$ cat src/hw/rtl/ttf_pkg.sv
// Package for the tip taper function unit: widths, register indexes,
// sequencer states, divider status and constant-root functions.
// No dependencies.
package ttf_pkg;

    localparam int FRAC_BITS_DEF  = 16;
    localparam int ITER_COUNT_DEF = 20;

    localparam int POS_W      = 17;
    localparam int FACTOR_W   = 18;
    localparam int ETA_W      = 12;
    localparam int TBRK_W     = 16;
    localparam int CFG_IDX_W  = 2;
    localparam int CFG_DATA_W = 16;

    localparam logic [CFG_IDX_W-1:0] CFG_SIDE = 2'd0;
    localparam logic [CFG_IDX_W-1:0] CFG_ETA  = 2'd1;
    localparam logic [CFG_IDX_W-1:0] CFG_TBRK = 2'd2;

    localparam logic [POS_W-1:0]    ONE_Q16    = 17'd65536;
    localparam logic [FACTOR_W-1:0] FACTOR_MAX = 18'h3FFFF;
    localparam logic [ETA_W-1:0]    ETA_RESET  = 12'd256;
    localparam logic [TBRK_W-1:0]   TBRK_RESET = 16'd52429;

    typedef enum logic [4:0] {
        ST_IDLE, ST_DIV, ST_UU, ST_EU, ST_EE, ST_EEK, ST_POLY, ST_NORM, ST_SQ,
        ST_SQR, ST_LOGE, ST_PQ, ST_EXP, ST_EXPR, ST_SHR, ST_FMUL, ST_FRES, ST_OUT
    } ttf_state_t;

    typedef struct packed {
        logic done;
        logic rem_nz;
    } ttf_div_stat_t;

    function automatic logic [63:0] ttf_isqrt(input logic [63:0] v);
        logic [63:0] res;
        logic [63:0] bitv;
        logic [63:0] rem;
        res  = '0;
        bitv = 64'd1 << 62;
        rem  = v;
        for (int n = 0; n < 32; n++) begin
            if (bitv > rem) bitv = bitv >> 2;
        end
        for (int n = 0; n < 32; n++) begin
            if (bitv != 0) begin
                if (rem >= res + bitv) begin
                    rem = rem - (res + bitv);
                    res = (res >> 1) + bitv;
                end else begin
                    res = res >> 1;
                end
                bitv = bitv >> 2;
            end
        end
        return res;
    endfunction

    // root for exp2 step j: 2^(-2^-(j+1)) in Qw
    function automatic logic [63:0] ttf_root(input int w, input int j);
        logic [63:0] r;
        r = 64'd1 << (w - 1);
        for (int i = 0; i <= j; i++) begin
            r = ttf_isqrt(r << w);
        end
        return r;
    endfunction

endpackage

$ cat src/hw/rtl/ttf_mul.sv
// Shared multiplier with registered product.
// Depends on nothing but its parameters.
module ttf_mul #(
    parameter int MW = 25
) (
    input  logic            aclk,
    input  logic [MW-1:0]   mul_a,
    input  logic [MW-1:0]   mul_b,
    output logic [2*MW-1:0] mul_p
);

    logic [2*MW-1:0] prod_reg;
    logic [2*MW-1:0] prod_next;

    assign prod_next = (2*MW)'(mul_a) * (2*MW)'(mul_b);

    always_ff @(posedge aclk) begin
        prod_reg <= prod_next;
    end

    assign mul_p = prod_reg;

endmodule

$ cat src/hw/rtl/ttf_div.sv
// Bit-serial restoring divider: quotient of num * 2^W / den, num <= den.
// Depends on ttf_pkg.
module ttf_div
    import ttf_pkg::*;
#(
    parameter int W = FRAC_BITS_DEF
) (
    input  logic             aclk,
    input  logic             aresetn,
    input  logic             start,
    input  logic [POS_W-1:0] num,
    input  logic [POS_W-1:0] den,
    output logic [W:0]       quo,
    output ttf_div_stat_t    stat
);

    localparam int CW = $clog2(W);

    logic             busy_reg, busy_next;
    logic             done_reg, done_next;
    logic [CW-1:0]    cnt_reg, cnt_next;
    logic [POS_W-1:0] rem_reg, rem_next;
    logic [POS_W-1:0] den_reg, den_next;
    logic [W:0]       quo_reg, quo_next;
    logic [POS_W:0]   sh;

    assign sh = {rem_reg, 1'b0};

    always_comb begin
        busy_next = busy_reg;
        done_next = 1'b0;
        cnt_next  = cnt_reg;
        rem_next  = rem_reg;
        den_next  = den_reg;
        quo_next  = quo_reg;
        if (start) begin
            busy_next = 1'b1;
            cnt_next  = '0;
            den_next  = den;
            if (num >= den) begin
                rem_next = num - den;
                quo_next = (W+1)'(1);
            end else begin
                rem_next = num;
                quo_next = '0;
            end
        end else if (busy_reg) begin
            if (sh >= {1'b0, den_reg}) begin
                rem_next = POS_W'(sh - {1'b0, den_reg});
                quo_next = {quo_reg[W-1:0], 1'b1};
            end else begin
                rem_next = POS_W'(sh);
                quo_next = {quo_reg[W-1:0], 1'b0};
            end
            cnt_next = cnt_reg + 1'b1;
            if (cnt_reg == CW'(W - 1)) begin
                busy_next = 1'b0;
                done_next = 1'b1;
            end
        end
    end

    always_ff @(posedge aclk) begin
        if (!aresetn) begin
            busy_reg <= 1'b0;
            done_reg <= 1'b0;
            cnt_reg  <= '0;
        end else begin
            busy_reg <= busy_next;
            done_reg <= done_next;
            cnt_reg  <= cnt_next;
        end
        rem_reg <= rem_next;
        den_reg <= den_next;
        quo_reg <= quo_next;
    end

    assign quo         = quo_reg;
    assign stat.done   = done_reg;
    assign stat.rem_nz = (rem_reg != '0);

endmodule

$ cat src/hw/rtl/tip_taper_function_unit.sv
// Tip taper function unit: sequencer, config registers and output register.
// The constant region goes straight to the output register, and a zero base skips
// the normalize, squaring and exp2 steps. Otherwise the time is set by the serial
// divider, the normalize shift and the squaring and exp2 steps on the shared multiplier.
// One item at a time: the next is taken once the result is in the output register.
// Reset: side 0, eta 1.0, t_break about 0.8. Depends on ttf_pkg, ttf_div, ttf_mul.
module tip_taper_function_unit
    import ttf_pkg::*;
#(
    parameter int FRAC_BITS  = FRAC_BITS_DEF,
    parameter int ITER_COUNT = ITER_COUNT_DEF
) (
    input  logic                  aclk,
    input  logic                  aresetn,
    input  logic                  cfg_we,
    input  logic [CFG_IDX_W-1:0]  cfg_addr,
    input  logic [CFG_DATA_W-1:0] cfg_wdata,
    input  logic                  s_valid,
    output logic                  s_ready,
    input  logic [POS_W-1:0]      s_position,
    output logic                  m_valid,
    input  logic                  m_ready,
    output logic [FACTOR_W-1:0]   m_factor,
    output logic                  m_saturated
);

    localparam int W    = FRAC_BITS;
    localparam int MW   = (W + 8 > 25) ? W + 8 : 25;
    localparam int KW   = $clog2(W + 1);
    localparam int LW   = KW + W;
    localparam int PIW  = 4 + KW;
    localparam int PLW  = W + 8;
    localparam int CW   = $clog2(ITER_COUNT);
    localparam int JW   = $clog2(W);
    localparam int FW   = W + 9;
    localparam int F16W = (W >= 16) ? FW : 25;
    localparam logic [W+1:0] ONE = (W+2)'(1) << W;

    ttf_state_t state_reg, state_next;

    logic                side_reg, side_next;
    logic [ETA_W-1:0]    eta_reg, eta_next;
    logic [TBRK_W-1:0]   tbrk_reg, tbrk_next;

    logic [W:0]          x_reg, x_next;
    logic [W:0]          u_reg, u_next;
    logic [W:0]          u2_reg, u2_next;
    logic [PLW-1:0]      poly_reg, poly_next;
    logic [W+1:0]        m_reg, m_next;
    logic [KW-1:0]       k_reg, k_next;
    logic [ITER_COUNT-1:0] g_reg, g_next;
    logic [CW-1:0]       cnt_reg, cnt_next;
    logic [W-1:0]        q_reg, q_next;
    logic [PIW-1:0]      pi_reg, pi_next;
    logic [W:0]          acc_reg, acc_next;
    logic [JW-1:0]       j_reg, j_next;
    logic [W:0]          pw_reg, pw_next;
    logic [FACTOR_W-1:0] res_f_reg, res_f_next;
    logic                res_s_reg, res_s_next;
    logic                mv_reg, mv_next;
    logic [FACTOR_W-1:0] mf_reg, mf_next;
    logic                ms_reg, ms_next;

    logic [POS_W-1:0]    t_cl, t0, num, den;
    logic                konst, accept, div_start;
    logic [W:0]          div_quo;
    ttf_div_stat_t       div_stat;
    logic [MW-1:0]       mul_a, mul_b;
    logic [2*MW-1:0]     mul_p;
    logic [W-1:0]        g_al;
    logic [LW-1:0]       lval;
    logic [W+1:0]        m2;
    logic [3+LW:0]       pp;
    logic [FW-1:0]       fval;
    logic [F16W-1:0]     f16;
    logic [W-1:0]        root_tab [W];

    for (genvar j = 0; j < W; j++) begin : g_root
        assign root_tab[j] = W'(ttf_root(W, j));
    end

    if (ITER_COUNT >= FRAC_BITS) begin : g_al_tr
        assign g_al = g_reg[ITER_COUNT-1 -: FRAC_BITS];
    end else begin : g_al_zf
        assign g_al = {g_reg, {(FRAC_BITS - ITER_COUNT){1'b0}}};
    end

    assign fval = mul_p[W +: FW];
    if (W >= 16) begin : g_f_tr
        assign f16 = F16W'(fval >> (W - 16));
    end else begin : g_f_zf
        assign f16 = {fval, {(16 - W){1'b0}}};
    end

    assign lval = {k_reg, {W{1'b0}}} - LW'(g_al);
    assign m2   = mul_p[W +: W+2];
    assign pp   = mul_p[8 +: 4+LW];

    assign accept = s_valid && s_ready;
    assign t_cl   = (s_position > ONE_Q16) ? ONE_Q16 : s_position;
    assign t0     = (tbrk_reg == '0) ? POS_W'(1) : {1'b0, tbrk_reg};

    always_comb begin
        if (!side_reg) begin
            konst = t_cl < t0;
            num   = ONE_Q16 - t_cl;
            den   = ONE_Q16 - t0;
        end else begin
            konst = t_cl > t0;
            num   = t_cl;
            den   = t0;
        end
    end

    ttf_div #(.W(W)) u_div (
        .aclk    (aclk),
        .aresetn (aresetn),
        .start   (div_start),
        .num     (num),
        .den     (den),
        .quo     (div_quo),
        .stat    (div_stat)
    );

    ttf_mul #(.MW(MW)) u_mul (
        .aclk  (aclk),
        .mul_a (mul_a),
        .mul_b (mul_b),
        .mul_p (mul_p)
    );

    // next state
    always_comb begin
        state_next = state_reg;
        unique case (state_reg)
            ST_IDLE: if (accept) state_next = konst ? ST_OUT : ST_DIV;
            ST_DIV:  if (div_stat.done) state_next = ST_UU;
            ST_UU:   state_next = ST_EU;
            ST_EU:   state_next = ST_EE;
            ST_EE:   state_next = ST_EEK;
            ST_EEK:  state_next = ST_POLY;
            ST_POLY: state_next = (x_reg == '0) ? ST_FMUL : ST_NORM;
            ST_NORM: if (m_reg >= ONE) state_next = ST_SQ;
            ST_SQ:   state_next = ST_SQR;
            ST_SQR:  state_next = (cnt_reg == CW'(ITER_COUNT - 1)) ? ST_LOGE : ST_SQ;
            ST_LOGE: state_next = ST_PQ;
            ST_PQ:   state_next = ST_EXP;
            ST_EXP: begin
                if (q_reg[W-1]) state_next = ST_EXPR;
                else if (j_reg == JW'(W - 1)) state_next = ST_SHR;
            end
            ST_EXPR: state_next = (j_reg == JW'(W - 1)) ? ST_SHR : ST_EXP;
            ST_SHR:  state_next = ST_FMUL;
            ST_FMUL: state_next = ST_FRES;
            ST_FRES: state_next = ST_OUT;
            ST_OUT:  if (!mv_reg || m_ready) state_next = ST_IDLE;
            default: state_next = ST_IDLE;
        endcase
    end

    // outputs of the sequencer
    always_comb begin
        s_ready   = (state_reg == ST_IDLE);
        div_start = (state_reg == ST_IDLE) && s_valid && !konst;
        mul_a     = '0;
        mul_b     = '0;
        unique case (state_reg)
            ST_UU:   begin mul_a = MW'(u_reg);   mul_b = MW'(u_reg);  end
            ST_EU:   begin mul_a = MW'(eta_reg); mul_b = MW'(u_reg);  end
            ST_EE: begin
                mul_a = MW'(eta_reg);
                mul_b = MW'({1'b0, eta_reg} + 13'd256);
            end
            ST_EEK:  begin mul_a = MW'(mul_p[24:0]); mul_b = MW'(u2_reg); end
            ST_SQ:   begin mul_a = MW'(m_reg);   mul_b = MW'(m_reg);  end
            ST_LOGE: begin mul_a = MW'(eta_reg); mul_b = MW'(lval);   end
            ST_EXP:  begin mul_a = MW'(acc_reg); mul_b = MW'(root_tab[j_reg]); end
            ST_FMUL: begin mul_a = MW'(pw_reg);  mul_b = MW'(poly_reg); end
            default: begin mul_a = '0; mul_b = '0; end
        endcase
    end

    // datapath
    always_comb begin
        side_next  = side_reg;
        eta_next   = eta_reg;
        tbrk_next  = tbrk_reg;
        x_next     = x_reg;
        u_next     = u_reg;
        u2_next    = u2_reg;
        poly_next  = poly_reg;
        m_next     = m_reg;
        k_next     = k_reg;
        g_next     = g_reg;
        cnt_next   = cnt_reg;
        q_next     = q_reg;
        pi_next    = pi_reg;
        acc_next   = acc_reg;
        j_next     = j_reg;
        pw_next    = pw_reg;
        res_f_next = res_f_reg;
        res_s_next = res_s_reg;
        mv_next    = mv_reg;
        mf_next    = mf_reg;
        ms_next    = ms_reg;

        if (cfg_we) begin
            unique case (cfg_addr)
                CFG_SIDE: side_next = cfg_wdata[0];
                CFG_ETA:  eta_next  = cfg_wdata[ETA_W-1:0];
                CFG_TBRK: tbrk_next = cfg_wdata[TBRK_W-1:0];
                default:  side_next = side_reg;
            endcase
        end

        if (mv_reg && m_ready) mv_next = 1'b0;

        unique case (state_reg)
            ST_IDLE: begin
                res_f_next = FACTOR_W'(ONE_Q16);
                res_s_next = 1'b0;
            end
            ST_DIV: begin
                if (div_stat.done) begin
                    x_next = div_quo;
                    u_next = (W+1)'(ONE) - div_quo - (W+1)'(div_stat.rem_nz);
                    m_next = (W+2)'(div_quo);
                    k_next = '0;
                    g_next = '0;
                    cnt_next = '0;
                end
            end
            ST_EU:   u2_next = mul_p[W +: W+1];
            ST_EE:   poly_next = PLW'(ONE) + PLW'(mul_p[8 +: W+4]);
            ST_POLY: begin
                poly_next = poly_reg + mul_p[17 +: PLW];
                pw_next   = (eta_reg == '0) ? (W+1)'(ONE) : '0;
            end
            ST_NORM: begin
                if (m_reg < ONE) begin
                    m_next = {m_reg[W:0], 1'b0};
                    k_next = k_reg + 1'b1;
                end
            end
            ST_SQR: begin
                if (m2[W+1]) begin
                    g_next = {g_reg[ITER_COUNT-2:0], 1'b1};
                    m_next = m2 >> 1;
                end else begin
                    g_next = {g_reg[ITER_COUNT-2:0], 1'b0};
                    m_next = m2;
                end
                cnt_next = cnt_reg + 1'b1;
            end
            ST_PQ: begin
                q_next   = pp[W-1:0];
                pi_next  = pp[W +: PIW];
                acc_next = (W+1)'(ONE);
                j_next   = '0;
            end
            ST_EXP: begin
                if (!q_reg[W-1]) begin
                    q_next = q_reg << 1;
                    j_next = j_reg + 1'b1;
                end
            end
            ST_EXPR: begin
                acc_next = mul_p[W +: W+1];
                q_next   = q_reg << 1;
                j_next   = j_reg + 1'b1;
            end
            ST_SHR:  pw_next = (pi_reg > PIW'(W)) ? '0 : (acc_reg >> pi_reg);
            ST_FRES: begin
                if (f16 > F16W'(FACTOR_MAX)) begin
                    res_f_next = FACTOR_MAX;
                    res_s_next = 1'b1;
                end else begin
                    res_f_next = f16[FACTOR_W-1:0];
                    res_s_next = 1'b0;
                end
            end
            ST_OUT: begin
                if (!mv_reg || m_ready) begin
                    mv_next = 1'b1;
                    mf_next = res_f_reg;
                    ms_next = res_s_reg;
                end
            end
            default: x_next = x_reg;
        endcase
    end

    always_ff @(posedge aclk) begin
        if (!aresetn) begin
            state_reg <= ST_IDLE;
            side_reg  <= 1'b0;
            eta_reg   <= ETA_RESET;
            tbrk_reg  <= TBRK_RESET;
            mv_reg    <= 1'b0;
        end else begin
            state_reg <= state_next;
            side_reg  <= side_next;
            eta_reg   <= eta_next;
            tbrk_reg  <= tbrk_next;
            mv_reg    <= mv_next;
        end
        x_reg     <= x_next;
        u_reg     <= u_next;
        u2_reg    <= u2_next;
        poly_reg  <= poly_next;
        m_reg     <= m_next;
        k_reg     <= k_next;
        g_reg     <= g_next;
        cnt_reg   <= cnt_next;
        q_reg     <= q_next;
        pi_reg    <= pi_next;
        acc_reg   <= acc_next;
        j_reg     <= j_next;
        pw_reg    <= pw_next;
        res_f_reg <= res_f_next;
        res_s_reg <= res_s_next;
        mf_reg    <= mf_next;
        ms_reg    <= ms_next;
    end

    assign m_valid     = mv_reg;
    assign m_factor    = mf_reg;
    assign m_saturated = ms_reg;

endmodule
$ cat config.mk
export PLATFORM = sky130hd
export DESIGN_NAME = tip_taper_function_unit
export DESIGN_NICKNAME = d
export VERILOG_FILES = /design/src/hw/rtl/ttf_pkg.sv /design/src/hw/rtl/ttf_mul.sv /design/src/hw/rtl/ttf_div.sv /design/src/hw/rtl/tip_taper_function_unit.sv
export SDC_FILE = /design/constraint.sdc
export NUM_CORES = 2
export LEC_CHECK = 0
export ABC_AREA = 1
export BUFFER_PORTS_ARGS = -buffer_cell sky130_fd_sc_hd__buf_2
export CORE_ASPECT_RATIO = 0.9
export CORE_MARGIN = 2
export CORE_UTILIZATION = 65
export CTS_BUF_LIST = sky130_fd_sc_hd__clkbuf_4 sky130_fd_sc_hd__clkbuf_8
export CTS_CLUSTER_SIZE = 24
export DETAILED_ROUTE_END_ITERATION = 10
export MAX_ROUTING_LAYER = met4
export PLACE_DENSITY = 0.82
export SLEW_MARGIN = 30
export SYNTH_ARGS = -nofsm -noshare
export SYNTH_HDL_FRONTEND = slang
export SYNTH_HIERARCHICAL = 1
export SYNTH_SLANG_ARGS = --single-unit
$ cat constraint.sdc
create_clock -name aclk -period 18.1 [get_ports aclk]
set_clock_uncertainty 0.2 [all_clocks]
set_input_delay 0.905 -clock aclk [delete_from_list [all_inputs] [get_ports aclk]]
set_output_delay 0.905 -clock aclk [all_outputs]
set_load 0.05 [all_outputs]
-- Word-level counts from Yosys, hierarchy flattened
Memory sizes are Yosys's and may differ from the RTL's.
Index checks and enable logic that the tools add are counted.
Widths: inputs -> output; s select.
- input bits: 40
- logic and storage cells: 183
- flip-flop bits (word level): 357
- memories kept: 1
- output and inout bits: 21
- bits in read-only memories: 256
- memory list (name ; depth ; width ; rd ports ; clocked after memory_dff ; wr ports ; line ; text):
    (no name shown) ; 16 ; 16 ; 1 ; 0 ; 0 ; tip_taper_function_unit.sv:177 ; ST_EXP: begin mul_a = MW'(acc_reg); mul_b = MW'(root_tab[j_reg]); end
- add/sub/neg operators: 14
- shift operators: 1
- eq/ne operators: 29
- reductions and logical operators: 35
- multiplexer cells: 59
- $mul: 1
- bitwise logic cells: 3
- $lt $le $gt $ge: 10
- operators by type and width (cell ; number):
    $mux 17 ; 12
    $pmux 24 s7 ; 1
    $pmux 25 s6 ; 1
    $pmux 5 s18 ; 1
    $pmux 17 s2 ; 2
    $mux 16 ; 4
    $mux 18 ; 3
    $pmux 18 s3 ; 1
    $pmux 16 s3 ; 1
    $pmux 24 s2 ; 1
    $mux 5 ; 9
    $mul 25x24->41 ; 1
    $eq 5x4->1 const B ; 8
    $pmux 20 s2 ; 1
    $pmux 18 s2 ; 1
    $sub 17x17->17 ; 2
    $sub 17x17->17 const A ; 2
    $gt 25x18->1 const B ; 1
    $add 24x24->24 ; 1
    $add 17x20->21 const A ; 1
    $sub 21x16->21 ; 1
    $eq 5x3->1 const B ; 4
    $mux 20 ; 1
    $pmux 5 s2 ; 2
    other kinds (47) ; 90

-- Logic depth before layout (Yosys ltp)
- depth after elaboration: 7
- depth in mapped cells: 41

-- Hierarchy
The synthesis kept the hierarchy.
- modules (own cells, without submodules) (module ; area each (um^2) ; cells each ; sequential area each (um^2) ; instances):
    ttf_mul ; 23812.8 ; 3254 ; 1001.0 ; 1
    tip_taper_function_unit ; 16213.0 ; 1986 ; 7427.1 ; 1
    ttf_div ; 5051.1 ; 728 ; 1651.6 ; 1

-- Least setup slack after synthesis
No wires, ideal clock.
- kind: register to register
- start point: reg state_reg[2]
- end point: reg u_mul.prod_reg[33] (netlist: u_mul/mul_p[33])
- setup slack: 10.388 ns
- stages on the path, launching flop included: 36
- arrival time: 7.395 ns
- cells stage by stage: dfxtp_1 nor2_2 inv_2 nor2_1 nor2_1 nand2_1 buf_2 nand2_1 o2111ai_1 clkbuf_1 clkbuf_1 nand2_1 fa_1 inv_1 fa_1 inv_1 fa_1 inv_1 fa_1 inv_1 fa_1 inv_1 fa_1 inv_1 fa_1 inv_1 ha_1 nand2_1 nor2_1 nand2_1 inv_2 nand2_2 a21oi_1 nor2_1 nand2_1 nand2_1
- longest elaborated chain between the ends: 4
- elaborated cells on any way between the ends: 13
- classes of those cells: 1 x mul; 8 x eq/ne; 2 x mux; 2 x reduce/logical
- ends and longest elaborated chain (item ; line ; text):
    start: declaration ; tip_taper_function_unit.sv:39 ; ttf_state_t state_reg, state_next;
    start signal: assignment ; tip_taper_function_unit.sv:301 ; state_reg <= state_next;
    $eq 5x3->1 (tied with other cells) ; tip_taper_function_unit.sv:167 ; unique case (state_reg)
    $reduce_or 3->1 (no source line) ; n/a ;
    $pmux 25 s6 * ; tip_taper_function_unit.sv:167 ;
    net mul_a[11] ; tip_taper_function_unit.sv:68 ; logic [MW-1:0] mul_a, mul_b;
    $mul 25x24->41 * ; ttf_mul.sv:15 ; assign prod_next = (2*MW)'(mul_a) * (2*MW)'(mul_b);
    net u_mul.prod_next[33] ; ttf_mul.sv:13 ; logic [2*MW-1:0] prod_next;
    end signal: assignment ; ttf_mul.sv:18 ; prod_reg <= prod_next;
    end: declaration ; ttf_mul.sv:12 ; logic [2*MW-1:0] prod_reg;
Mark *: on every way through the listed nets, which the timed path passes. The rest lies on a longest branch.
A chain may end at the register's enable or synchronous reset.

-- Worst setup path after layout
- start point: reg state_reg[0]
- end point: reg u_mul.prod_reg[39] (netlist: u_mul/mul_p[39])
- longest elaborated chain between the ends: 4
- elaborated cells on any way between the ends: 13
- classes of those cells: 1 x mul; 8 x eq/ne; 2 x mux; 2 x reduce/logical
- ends and longest elaborated chain (item ; line):
    $eq 5x2->1 ; tip_taper_function_unit.sv:167
    $reduce_or 2->1 (no source line) ; n/a
    $pmux 24 s7 * ; tip_taper_function_unit.sv:167
    net mul_b[10] ; tip_taper_function_unit.sv:68
    $mul 25x24->41 * ; ttf_mul.sv:15
    net u_mul.prod_next[39] ; ttf_mul.sv:13
Marked as above.

==> results_dict.tcl <==
set metrics [dict create \
    required_ns 18.48 \
    die-area_um2 67700 \
    crit_top_cell "nand2_1" \
    route.detailed.drc 0 \
    cp_slowest_cell "nand3_2" \
    r2r_end "u_mul/mul_p[39]" \
    total_leakage_power_nw 24.6 \
    grt_max_degree 54 \
    r2r_setup_slack_ns 9.16 \
    boundaryPins 61 \
    status "complete, no violations" \
    fmax_mhz 112 \
    timing.hold.ws_ns 0.208 \
    netlist_area_um2 42700 \
    reg2reg_depth 31 \
    nets 6368 \
    netlist_instances 5607 \
    routedWlPerCell_um 22.0 \
    setup_violations 0 \
    die_w_um 274 \
    rows 89 \
    power_density_nw_per_um2 68.4 \
    worstHoldPathType "reg -> reg" \
    grt_antenna_before_repair 11 \
    track_usage 0.444 \
    r2r_start "state_reg[0]" \
    cts_buffers 67 \
    whs_path_depth 0 \
    die_h_um 247 \
    dp_slack_ns 9.34 \
    cp_max_fo 25 \
    max_stage_delay_ns 0.82 \
    port_buffers 60 \
    yosysWarnings 6 \
    finalPower_w 0.00309 \
    cts_resized 0 \
    first_pass_iters 6 \
    fin_ws_ns 9.16 \
    period_share 0.494 \
    ir_drop_mv 0.107 \
    rsz0062_at_grt "no" \
    drv_cap 0 \
    area_growth_pct 5.88 \
    hold_path_startpoint "res_f_reg[10]" \
    relSlewSlack 0.236 \
    coreArea_um2 65300 \
    cts_sinks 357 \
    fillers 5346 \
    grt_pass1_wl_um 216000 \
    drv_slew 0 \
    grt_pass1_vias 37019 \
    critPathTopFamily "adder cells" \
    path_buf_inv 7 \
    h-tree-depth 3 \
    ant_nets 0 \
    viasPerCell 5.74 \
    routed_wl_um 143000 \
    place.gp.congestion 1.09 \
    tightest_slew_ns 1.13 \
    clk_pin_slew_ns 0.07 \
    multi_input_area_um2 26600 \
    drive_above_1_share 0.0735 \
    avgSynthCellArea_um2 7.61 \
    arrival_ns 9.32 \
    syn_nets 6400 \
    cts_hold_buf 0 \
    clk_latency_ns 0.69 \
    regArea_um2 9900 \
    crit_type "reg -> reg" \
    cts_tree "yes" \
    post-dp-hpwl_um 109000 \
    whs_endpoint "m_factor[10]" \
    finalSetupTns_ns 0 \
    largest_reg_flops 41 \
    fin_crit_ns 8.94 \
    clock_path_buffers 3 \
    hold_viol_final 0 \
    root_buffer "clkbuf_8" \
    grt_overflow 0 \
    vias 37353 \
    first_iter_violations 4056 \
    cp-end-kind "flip-flop" \
    start_util 0.654 \
    cts_setup_buffers 0 \
    critPathLaunchType "flip-flop" \
]
-- how the worst max path moves through the flow --
stage | to | from | slack (ns) | cells past startpoint
floorplan | u_mul/mul_p[33] | state_reg[2] | 10.40 | 35
global placement | u_mul/mul_p[38] | state_reg[0] | 9.50 | 32
detailed placement | u_mul/mul_p[39] | state_reg[0] | 9.34 | 31
CTS | u_mul/mul_p[38] | state_reg[0] | 9.33 | 32
global route | u_mul/mul_p[39] | state_reg[0] | 8.78 | 31
finish | u_mul/mul_p[39] | state_reg[0] | 9.16 | 31
-- power by group --
group | total, W | switching, W | internal, W
clock | 0.000847 | 0.000414 | 0.000433
combinational | 0.00112 | 0.000789 | 0.000329
sequential | 0.00112 | 0.0000834 | 0.00104
total | 0.00309 | 0.00129 | 0.00180
-- stage by stage --
stage | utilization | instance area [um^2] | instances
after global placement | 0.670 | 43700 | 6369
after floorplan | - | 42700 | 5607
after global routing | 0.692 | 45200 | 6502
final | 0.692 | 45200 | 6502
after CTS | 0.692 | 45100 | 6493
after detailed placement | 0.670 | 43800 | 6370
-- per-layer routing --
| metal | vias to the layer above | global-route usage | routed length [um] |
|---|---|---|---|
| met2 | 2302 | 0.664 | 63300 |
| met5 | - | - | 0 |
| li1 | 16788 | - | - |
| met3 | 558 | 0.126 | 17400 |
| met1 | 17705 | 0.540 | 53000 |
| met4 | 0 | 0.253 | 9460 |
-- area by class of cell --
type                       instances  share of cell area
clock buffer                      85              0.0238
inverter                        1445               0.120
multi-input combinational       3582               0.588
timing repair buffer             122              0.0174
clock inverter                    38             0.00662
sequential                       357               0.219
antenna                            9            0.000499
tap                              864              0.0239
-- layout by cell type, fill, tap and decap left out, drive strengths merged, types with 9 or more instances in the layout --
cell and instances:
a21oi 164, a221oi 27, a31oi 11, buf 122, clkbuf 85, clkinv 30
dfxtp 82, diode 9, edfxtp 275, fa 503, ha 250, inv 1449
nand2 1538, nand3 218, nand3b 34, nand4 40, nor2 359, nor3 41
nor4 16, o2111ai 9, o211ai 26, o21ai 173, o221ai 11, or2 13
xnor2 22, xor2 70
Power figures use the tool's default switching activity.
